===== config.mk =====
export PLATFORM = sky130hd
export DESIGN_NAME = isbn10_hyphenated_validator
export DESIGN_NICKNAME = d
export VERILOG_FILES = /design/src/hw/rtl/isbnv_pkg.sv /design/src/hw/rtl/isbn10_hyphenated_validator.sv /design/src/hw/rtl/isbnv_mod11.sv /design/src/hw/rtl/isbnv_core.sv
export VERILOG_INCLUDE_DIRS = /design/src /design/src/hw/rtl
export SDC_FILE = /design/constraint.sdc
export NUM_CORES = 1
export LEC_CHECK = 0
export CORE_MARGIN = 3
export CORE_UTILIZATION = 40
export CTS_CLUSTER_DIAMETER = 100
export DETAILED_ROUTE_END_ITERATION = 16
export DONT_BUFFER_PORTS = 1
export GPL_ROUTABILITY_DRIVEN = 0
export GPL_TIMING_DRIVEN = 0
export PLACE_DENSITY = 0.65
export SLEW_MARGIN = 25
export SYNTH_ARGS = -nofsm -noshare
export SYNTH_HDL_FRONTEND = slang
export SYNTH_HIERARCHICAL = 1
export SYNTH_SLANG_ARGS = --single-unit
export TNS_END_PERCENT = 30

===== constraint.sdc =====
create_clock -name clk -period 29.2 [get_ports clk]
set_clock_uncertainty 0.2 [all_clocks]
set_input_delay 1.46 -clock clk [delete_from_list [all_inputs] [get_ports clk]]
set_output_delay 1.46 -clock clk [all_outputs]
set_load 0.01 [all_outputs]

===== src/hw/rtl/isbn10_hyphenated_validator_defines.svh =====
// Assertion helpers for the ISBN-10 validator; compiled out under SYNTHESIS.
`ifndef ISBN10_HYPHENATED_VALIDATOR_DEFINES_SVH
`define ISBN10_HYPHENATED_VALIDATOR_DEFINES_SVH

`ifndef SYNTHESIS
`define ISBNV_ASSERT_IMP(label, ante, cons) \
	label: assert property (@(posedge clk) disable iff (!arst_n) (ante) |-> (cons)) \
		else $error("isbnv: same-cycle check failed");
`define ISBNV_ASSERT_NXT(label, ante, cons) \
	label: assert property (@(posedge clk) disable iff (!arst_n) (ante) |=> (cons)) \
		else $error("isbnv: next-cycle check failed");
`else
`define ISBNV_ASSERT_IMP(label, ante, cons)
`define ISBNV_ASSERT_NXT(label, ante, cons)
`endif

`endif


===== src/hw/rtl/isbnv_pkg.sv =====
package isbnv_pkg;

	localparam int unsigned CHAR_W  = 8;
	localparam int unsigned POS_W   = 4;
	localparam int unsigned HCNT_W  = 3;
	localparam int unsigned GRP_W   = 4;
	localparam int unsigned WGT_W   = 4;
	localparam int unsigned SUM_W   = 9;
	localparam int unsigned TOTAL_W = SUM_W + 1;

	localparam logic [POS_W-1:0]  LAST_POS         = POS_W'(12);
	localparam logic [POS_W-1:0]  THIRD_HYPHEN_POS = POS_W'(11);
	localparam logic [POS_W-1:0]  POS_MAX          = '1;
	localparam logic [HCNT_W-1:0] HCNT_MAX         = '1;
	localparam logic [HCNT_W-1:0] HYPHENS_NEEDED   = HCNT_W'(3);
	localparam logic [GRP_W-1:0]  GRP_MAX          = '1;
	localparam logic [GRP_W-1:0]  MAX_GROUP1       = GRP_W'(5);
	localparam logic [GRP_W-1:0]  MAX_GROUP2       = GRP_W'(7);
	localparam logic [GRP_W-1:0]  MAX_GROUP3       = GRP_W'(6);
	localparam logic [WGT_W-1:0]  START_WEIGHT     = WGT_W'(10);
	localparam logic [WGT_W:0]    X_VALUE          = (WGT_W+1)'(10);

	localparam logic [CHAR_W-1:0] CHAR_ZERO   = 8'h30;
	localparam logic [CHAR_W-1:0] CHAR_NINE   = 8'h39;
	localparam logic [CHAR_W-1:0] CHAR_HYPHEN = 8'h2D;
	localparam logic [CHAR_W-1:0] CHAR_X      = 8'h58;

	typedef struct packed {
		logic [CHAR_W-1:0] code;
		logic              last;
	} item_t;

	typedef struct packed {
		logic done;   // last character consumed this cycle
		logic valid;  // verdict for that string
	} verdict_t;

endpackage


===== src/hw/rtl/isbn10_hyphenated_validator.sv =====
// The verdict word passes through the input register, then the output register.
// Throughput: one character word per cycle; a held verdict stalls input only
//   when the next last character reaches the input register.
// Reset: arst_n clears the input register, all string state and the output
//   register at once; no sweep is needed.
`include "isbn10_hyphenated_validator_defines.svh"

module isbn10_hyphenated_validator (
	input  logic       clk,
	input  logic       arst_n,
	// character stream
	input  logic       s_tvalid,
	output logic       s_tready,
	input  logic [7:0] s_tdata,   // [7:0] char_code
	input  logic       s_tlast,   // last_char
	// verdict stream, one word per string
	output logic       m_tvalid,
	input  logic       m_tready,
	output logic [7:0] m_tdata    // [0] isbn_valid, [7:1] zero
);
	import isbnv_pkg::*;

	// Stage 1: input register holding one character word.
	item_t    item_s1;
	logic     valid_s1;
	logic     consume;
	logic     s_fire;
	verdict_t verdict;

	// Output register.
	logic out_valid_q;
	logic out_data_q;

	// A non-last character never needs the output slot, so it always drains.
	// A last character drains when the verdict register is free or emptying.
	assign consume  = valid_s1 && (!item_s1.last || !out_valid_q || m_tready);
	assign s_tready = !valid_s1 || consume;
	assign s_fire   = s_tvalid && s_tready;

	always_ff @(posedge clk or negedge arst_n) begin
		if (!arst_n) begin
			valid_s1 <= 1'b0;
		end else if (s_fire) begin
			valid_s1 <= 1'b1;
		end else if (consume) begin
			valid_s1 <= 1'b0;
		end
	end

	// payload, no reset needed
	always_ff @(posedge clk) begin
		if (s_fire) begin
			item_s1.code <= s_tdata;
			item_s1.last <= s_tlast;
		end
	end

	// All counters, the weighted sum and the mod-11 check live here.
	isbnv_core u_core (
		.clk     (clk),
		.arst_n  (arst_n),
		.fire    (consume),
		.item    (item_s1),
		.verdict (verdict)
	);

	always_ff @(posedge clk or negedge arst_n) begin
		if (!arst_n) begin
			out_valid_q <= 1'b0;
		end else if (verdict.done) begin
			out_valid_q <= 1'b1;
		end else if (m_tready) begin
			out_valid_q <= 1'b0;
		end
	end

	always_ff @(posedge clk) begin
		if (verdict.done)
			out_data_q <= verdict.valid;
	end

	assign m_tvalid = out_valid_q;
	assign m_tdata  = {7'b0, out_data_q};

	// Checks
	`ISBNV_ASSERT_NXT(a_verdict_loaded, verdict.done, m_tvalid)
	`ISBNV_ASSERT_NXT(a_accept_fills_s1, s_fire, valid_s1)
	`ISBNV_ASSERT_IMP(a_empty_s1_ready, !valid_s1, s_tready)
	`ISBNV_ASSERT_IMP(a_no_overwrite, verdict.done && out_valid_q, m_tready)

endmodule


===== src/hw/rtl/isbnv_mod11.sv =====
module isbnv_mod11 (
	input  logic [isbnv_pkg::TOTAL_W-1:0] total,
	output logic                          multiple
);
	import isbnv_pkg::*;

	// floor(x/11) ~ (x*93)>>10, low by at most one for 10-bit x
	localparam int unsigned RECIP   = 93;
	localparam int unsigned SHIFT   = 10;
	localparam int unsigned PROD_W  = TOTAL_W + 7;
	localparam int unsigned QUOT_W  = PROD_W - SHIFT;
	localparam int unsigned MODULUS = 11;

	logic [PROD_W-1:0]  prod;
	logic [QUOT_W-1:0]  quot;
	logic [TOTAL_W-1:0] rem;

	always_comb begin
		prod     = PROD_W'(total) * PROD_W'(RECIP);
		quot     = prod[PROD_W-1:SHIFT];
		rem      = total - TOTAL_W'(TOTAL_W'(quot) * TOTAL_W'(MODULUS));
		multiple = (rem == '0) || (rem == TOTAL_W'(MODULUS));
	end

endmodule


===== src/hw/rtl/isbnv_core.sv =====
module isbnv_core (
	input  logic               clk,
	input  logic               arst_n,
	input  logic               fire,
	input  isbnv_pkg::item_t   item,
	output isbnv_pkg::verdict_t verdict
);
	import isbnv_pkg::*;

	logic [POS_W-1:0]  pos_q, pos_d;
	logic [HCNT_W-1:0] hcnt_q, hcnt_d, hcnt_inc;
	logic [GRP_W-1:0]  grp_q, grp_d, grp_inc;
	logic [WGT_W-1:0]  wgt_q, wgt_d;
	logic [SUM_W-1:0]  sum_q, sum_d;
	logic              prev_hyp_q, prev_hyp_d;
	logic              err_q, err_d;

	logic               is_digit, is_hyphen, is_x;
	logic [2*WGT_W-1:0] prod;
	logic [WGT_W:0]     check_val;
	logic [TOTAL_W-1:0] total;
	logic               multiple;
	logic               ok;

	isbnv_mod11 u_mod11 (
		.total    (total),
		.multiple (multiple)
	);

	always_comb begin
		is_digit  = (item.code >= CHAR_ZERO) && (item.code <= CHAR_NINE);
		is_hyphen = (item.code == CHAR_HYPHEN);
		is_x      = (item.code == CHAR_X);
		prod      = {{WGT_W{1'b0}}, item.code[3:0]} * {{WGT_W{1'b0}}, wgt_q};
		hcnt_inc  = (hcnt_q != HCNT_MAX) ? hcnt_q + HCNT_W'(1) : hcnt_q;
		grp_inc   = (grp_q != GRP_MAX) ? grp_q + GRP_W'(1) : grp_q;

		if (is_digit)
			check_val = {1'b0, item.code[3:0]};
		else if (is_x)
			check_val = X_VALUE;
		else
			check_val = '0;
		total = TOTAL_W'(sum_q) + TOTAL_W'(check_val);

		ok = (pos_q == LAST_POS) && !err_q && (hcnt_q == HYPHENS_NEEDED) &&
			(is_digit || is_x) && multiple;

		pos_d      = (pos_q != POS_MAX) ? pos_q + POS_W'(1) : pos_q;
		hcnt_d     = hcnt_q;
		grp_d      = grp_q;
		wgt_d      = wgt_q;
		sum_d      = sum_q;
		prev_hyp_d = prev_hyp_q;
		err_d      = err_q;

		if (item.last) begin
			pos_d      = '0;
			hcnt_d     = '0;
			grp_d      = '0;
			wgt_d      = START_WEIGHT;
			sum_d      = '0;
			prev_hyp_d = 1'b0;
			err_d      = 1'b0;
		end else if (pos_q >= LAST_POS) begin
			err_d = 1'b1;   // too long
		end else if (is_hyphen) begin
			hcnt_d     = hcnt_inc;
			grp_d      = '0;
			prev_hyp_d = 1'b1;
			if ((pos_q == '0) || prev_hyp_q)
				err_d = 1'b1;
			if ((hcnt_inc == HCNT_W'(1)) && (grp_q > MAX_GROUP1))
				err_d = 1'b1;
			if ((hcnt_inc == HCNT_W'(2)) && (grp_q > MAX_GROUP2))
				err_d = 1'b1;
			if ((hcnt_inc == HYPHENS_NEEDED) &&
				((grp_q > MAX_GROUP3) || (pos_q != THIRD_HYPHEN_POS)))
				err_d = 1'b1;
			if (hcnt_inc > HYPHENS_NEEDED)
				err_d = 1'b1;
		end else if (is_digit) begin
			grp_d      = grp_inc;
			sum_d      = sum_q + SUM_W'(prod);
			wgt_d      = (wgt_q != '0) ? wgt_q - WGT_W'(1) : wgt_q;
			prev_hyp_d = 1'b0;
		end else begin
			grp_d      = grp_inc;
			prev_hyp_d = 1'b0;
			err_d      = 1'b1;
		end

		verdict.done  = fire && item.last;
		verdict.valid = ok;
	end

	always_ff @(posedge clk or negedge arst_n) begin
		if (!arst_n) begin
			pos_q      <= '0;
			hcnt_q     <= '0;
			grp_q      <= '0;
			wgt_q      <= START_WEIGHT;
			sum_q      <= '0;
			prev_hyp_q <= 1'b0;
			err_q      <= 1'b0;
		end else if (fire) begin
			pos_q      <= pos_d;
			hcnt_q     <= hcnt_d;
			grp_q      <= grp_d;
			wgt_q      <= wgt_d;
			sum_q      <= sum_d;
			prev_hyp_q <= prev_hyp_d;
			err_q      <= err_d;
		end
	end

endmodule


Word-level counts from Yosys, hierarchy flattened
Cells that the tools add are included.

Eq/ne operators: 16. Magnitude comparators: 7. Multipliers: 3. Multiplexer cells: 37. Add/subtract/negate cells: 7. Reduce and logical (&&, ||, !) cells: 39.

Operators with widths (number): $mux 4 (13); $mux 9 (4); $mul 10x7->17 const B (1); $mux 1 (16); $ne 4x4->1 const B (4); $gt 4x3->1 const B (3); $mux 3 (4); $reduce_bool 2->1 (6); $logic_and 1x1->1 (11); $add 9x4->10 (1); $eq 10x4->1 const B (1); $logic_not 10->1 (1); $mul 7x4->10 const B (1); $sub 10x10->10 (1); $add 9x8->9 (1); $eq 3x2->1 const B (3); $reduce_and 3->1 (3); $add 4x1->4 const B (2); $eq 8x6->1 const B (1); $eq 8x7->1 const B (1); $ge 8x6->1 const B (1); $le 8x6->1 const B (1); $mul 4x4->8 (1); $ne 8x8->1 const B (1); 16 further kinds (27).

Word-level logic and storage cells: 121. Register bits after elaboration: 38. Bits of input ports: 13. Output and inout port bits: 10.

Logic depth before layout (Yosys ltp)
Word-level depth: 11. Gate-level depth with buffers: 40. Gate-level depth less buffers: 39.

By module
The synthesis kept the hierarchy.

Modules (own cells, without submodules): isbnv_core (sequential area each 653.1 um^2, times used 1, cells an instance 281, area an instance 2516.2 um^2); isbnv_mod11 (sequential area each 0.0 um^2, times used 1, cells an instance 254, area an instance 2319.7 um^2); isbn10_hyphenated_validator (sequential area each 350.3 um^2, times used 1, cells an instance 27, area an instance 470.5 um^2).

Least setup slack after synthesis
Ideal clock, no wire load.

Path type: reg-to-reg. Start point: register item_s1[3] (netlist bit). End point: register out_data_q, data pin. Arrival time: 9.139 ns. Data required time: 28.874 ns. Path slack: 19.734 ns. Stages on the path, launching flop included: 36. Buffers on the path: 1. Cells stage by stage: edfxtp_1 -> o21ai_0 -> o2111ai_1 -> a21oi_1 -> ha_1 -> a21o_1 -> a21oi_1 -> nor2b_1 -> o2111a_1 -> xor2_1 -> ha_1 -> fa_1 -> fa_1 -> fa_1 -> ha_1 -> or4_4 -> a21o_4 -> a21oi_4 -> o211ai_2 -> a21oi_2 -> xnor2_1 -> ha_1 -> inv_1 -> fa_1 -> fa_1 -> ha_1 -> a21oi_1 -> nand2_1 -> o21ai_0 -> nor2_1 -> a211o_1 -> or3_1 -> a21oi_1 -> nand4_1 -> nor4_1 -> buf_4.

Word-level cells in the longest chain between the ends: 10.

RTL lines: start, declared (line isbn10_hyphenated_validator.sv:24) `item_t item_s1;`; $ge 8x6->1, or another cell as far along (line isbnv_core.sv:31) `is_digit = (item.code >= CHAR_ZERO) && (item.code <= CHAR_NINE);`; $logic_and 1x1->1 or $mux 4 (tied branches) (line isbnv_core.sv:31, isbnv_core.sv:40); $mux 4 * (line isbnv_core.sv:38) `if (is_digit)`; $add 9x4->10 * (line isbnv_core.sv:44) `total = TOTAL_W'(sum_q) + TOTAL_W'(check_val);`; via u_core.total[7] (line isbnv_core.sv:21) `logic [TOTAL_W-1:0] total;`; $mul 10x7->17 (line isbnv_mod11.sv:19) `prod = PROD_W'(total) * PROD_W'(RECIP);`; $mul 7x4->10 (line isbnv_mod11.sv:21) `rem = total - TOTAL_W'(TOTAL_W'(quot) * TOTAL_W'(MODULUS));`; $sub 10x10->10 * (line isbnv_mod11.sv:21); $eq 10x4->1 or $logic_not 10->1 (tied branches) (line isbnv_mod11.sv:22) `multiple = (rem == '0) || (rem == TOTAL_W'(MODULUS));`; $logic_or 1x1->1 * (line isbnv_mod11.sv:22); via u_core.multiple (line isbnv_core.sv:22) `logic multiple;`; $logic_and 1x1->1 * (line isbnv_core.sv:47) `(is_digit || is_x) && multiple;`; via u_core.ok (line isbnv_core.sv:23) `logic ok;`; end signal, assigned (line isbn10_hyphenated_validator.sv:79) `out_data_q <= verdict.valid;`; end, declared (line isbn10_hyphenated_validator.sv:32) `logic out_data_q;`.

The timed path passes the listed nets; every way through them passes the cells marked *. A chain may end at the register's enable or synchronous reset.

Worst setup path after layout
Ends and elaborated chain as after synthesis.

==> reports/qor.csv <==
stage,metric,value,unit
cts,cts_tree,done,
logic_synthesis,synth_cell_types,77,
critical_path,critPathArrivalTime,10.84,ns
cts,clockBufferDepth,2,
logic_synthesis,synth_area_leaders,"ha_1 23%, fa_1 15%, dfrtp_1 12%, inv_1 7.4%, edfxtp_1 5.7%",
drt,vias,3879,
cts,post-cts-setup-buffer-count,0,
drt,routed_wl,9.83,mm
sta,timing.hold.ws,0.275,ns
cts,cts_inserted_buffers,5,
cts,htree_levels,2,
power,power_frac_comb,46.3,%
cells_and_area,drive_gt1_share,8.85,%
sta,slew_headroom,30.4,%
die,die_x,121,µm
sta,setup_viol,0,
sta,max_freq,91.8,MHz
logic_synthesis,synth_seq_cells,38,
logic_synthesis,ys_seq_area_share,18.9,%
cts,clock_sinks,38,
drt,ant_nets,0,
placement,numPortBuffers,0,
run,cap_viol_max_count,0,
placement,hpwl,8.28,mm
logic_synthesis,synth-edff-count,10,
drt,first_iter_violations,172,
logic_synthesis,synth_common_cells,"105 x inv_1, 98 x ha_1, 40 x fa_1",
grt,grt_usage,14.2,%
logic_synthesis,syn_avg_cell_area,9.44,µm²
power,internal-power,0.000147,W
cts,cts_hold_buffers,0,
sta,finalHoldViolCount,0,
die,die_area,14700,µm²
die,die_y,121,µm
critical_path,cp-end-kind,flip-flop,
grt,antenna_found_initial,0,
power,p_per_area,41.1,nW/µm²
cts,clock_latency,0.27,ns
sta,tns,0,ns
grt,grt_max_degree,29,
power,vdd_drop_max,47.5,µV
die,core,12800,µm²
critical_path,cp_top_family,adder cells,
drt,first_pass_iters,4,
grt,grt_remaining_overflow,0,
cts,postCtsResizedCells,0,
drt,wl_per_cell,13.1,µm
critical_path,path_buf_inv,2,
sta,rsz0062_at_grt,no,
hold_path,holdCritPathClass,reg -> reg,
sta,period_share,37.3,%
logic_synthesis,ys_warn_count,6,
die,start_util,41.5,%
logic_synthesis,synth_area,5310,µm²
logic_synthesis,yosysMostFrequentCell,inv_1,
sta,worst_pin_slew,1.04,ns
critical_path,worst-setup-path-type,reg -> reg,
grt,grt_pass1_vias,4011,
critical_path,slowest_delay,0.68,ns
critical_path,required,29.15,ns
critical_path,critPathMaxFanout,7,
sta,slew_violations,0,
die,pin_count,23,
power,p_clk_share,24.7,%
logic_synthesis,ys.flop_type,dfrtp_1,
cells_and_area,antenna_cells,0,
sta,fin_crit,10.89,ns
logic_synthesis,async_flop_share,73.7,%
logic_synthesis,postSynthCellCount,562,
logic_synthesis,synth.largest_area_cell,ha_1,
cells_and_area,area.growth.synth_to_final,7.76,%
power,seq_power_share,29.0,%
die,num_rows,41,
drt,viasPerCell,5.19,
critical_path,slowest_stage,xor2_1,
cts,root_buffer,clkbuf_16,
status,status,"finished, final reports clean",
logic_synthesis,synth_top_area_share,23.1,%
drt,drc,0,
cells_and_area,nets,726,
power,switching_power,0.0000874,W
grt,grt_pass1_wl,17.5,mm
cts,cts.clk_slew.worst_paths,0.05,ns
power,leakagePower,2.89,nW
power,swShare,37.2,%
critical_path,cp-start-kind,flip-flop,
cells_and_area,nFillCells,1216,
## state kept, by name (all words and copies together), names as in the netlist
register           count
u_core/pos_q           4
out_data_q             1
u_core/hcnt_q          3
u_core/wgt_q           4
item_s1                9
u_core/sum_q           9
valid_s1               1
m_tvalid               1
u_core/prev_hyp_q      1
u_core/err_q           1
u_core/grp_q           4
## cells by family (layout without fill, tap and decap cells)
kind of cell    after synthesis  in the layout  share of synthesized area, %
fa+ha+maj                   138            138                          38.2
xor+xnor                     27             27                          4.46
compound gates              112            112                          14.6
flops                        38             38                          18.9
mux                           5              5                         0.967
other cells                   1              7                        0.0707
buf+inv                     119            127                          9.27
simple gates                122            122                          13.5
## metrics by stage
| stage | cell area, µm² | power (W) | setup slack [ns] | cells | util (%) |
|---|---|---|---|---|---|
| after floorplan | 5330 | 0.000155 | 19.73 | 568 | - |
| after global placement | 5540 | 0.000173 | 18.37 | 740 | 43.4 |
| after detailed placement | 5540 | 0.000178 | 18.36 | 740 | 43.4 |
| after CTS | 5710 | 0.000238 | 18.30 | 748 | 44.7 |
| after global routing | 5720 | 0.000258 | 17.68 | 748 | 44.8 |
| final | 5720 | 0.000235 | 18.31 | 748 | 44.8 |
## worst paths after layout
check / startpoint / to / slack (ns) / cells after the start
min: u_core/prev_hyp_q / u_core/prev_hyp_q / 0.27 / 1
min reg2reg: u_core/prev_hyp_q / u_core/prev_hyp_q / 0.27 / 1
min in group asynchronous: arst_n / u_core/sum_q[8] / 0.67 / 0
max: item_s1[3] / out_data_q / 18.31 / 35
max in group asynchronous: arst_n / u_core/wgt_q[1] / 27.95 / 0
max reg2reg: item_s1[3] / out_data_q / 18.31 / 35
## area by class of cell
cell class                 count  area, µm²  share of cell area [%]
sequential                    38       1000                    17.5
multi-input combinational    411       3840                    67.2
buffer                        14       97.6                    1.71
inverter                     105        394                    6.89
clock buffer                   8        166                    2.91
tap                          172        215                    3.76
## placed cells by master, fill, tap and decap left out, drive strengths merged, types with 6 or more instances in the layout
cell type and instances:
nand4 6, o21ai 25, xor2 9, buf 14, nand3 12, xnor2 18, inv 105, conb 7
a31oi 6, clkbuf 8, nor2b 6, nand2 27, and2 15, nor2 19, edfxtp 10, ha 98
and3 8, a21oi 31, o211ai 8, a21o 6, dfrtp 26, fa 40
## layer usage
metal,GRT usage [%],share of wire [%],vias up
met4,3.57,1.5,0
met5,0,0,-
met2,25.5,50,70
met1,18.5,46,1860
met3,1.31,2.7,17
li1,-,-,1932
## power by group through the flow
stage	combinational [W]	clock, W	sequential, W
after floorplan	0.0000889	0	0.0000660
after global placement	0.000104	0	0.0000683
after detailed placement	0.000109	0	0.0000686
after CTS	0.000110	0.0000597	0.0000678
after global routing	0.000128	0.0000613	0.0000687
final	0.000109	0.0000580	0.0000680
No activity file was read; power rests on OpenSTA's default activity.
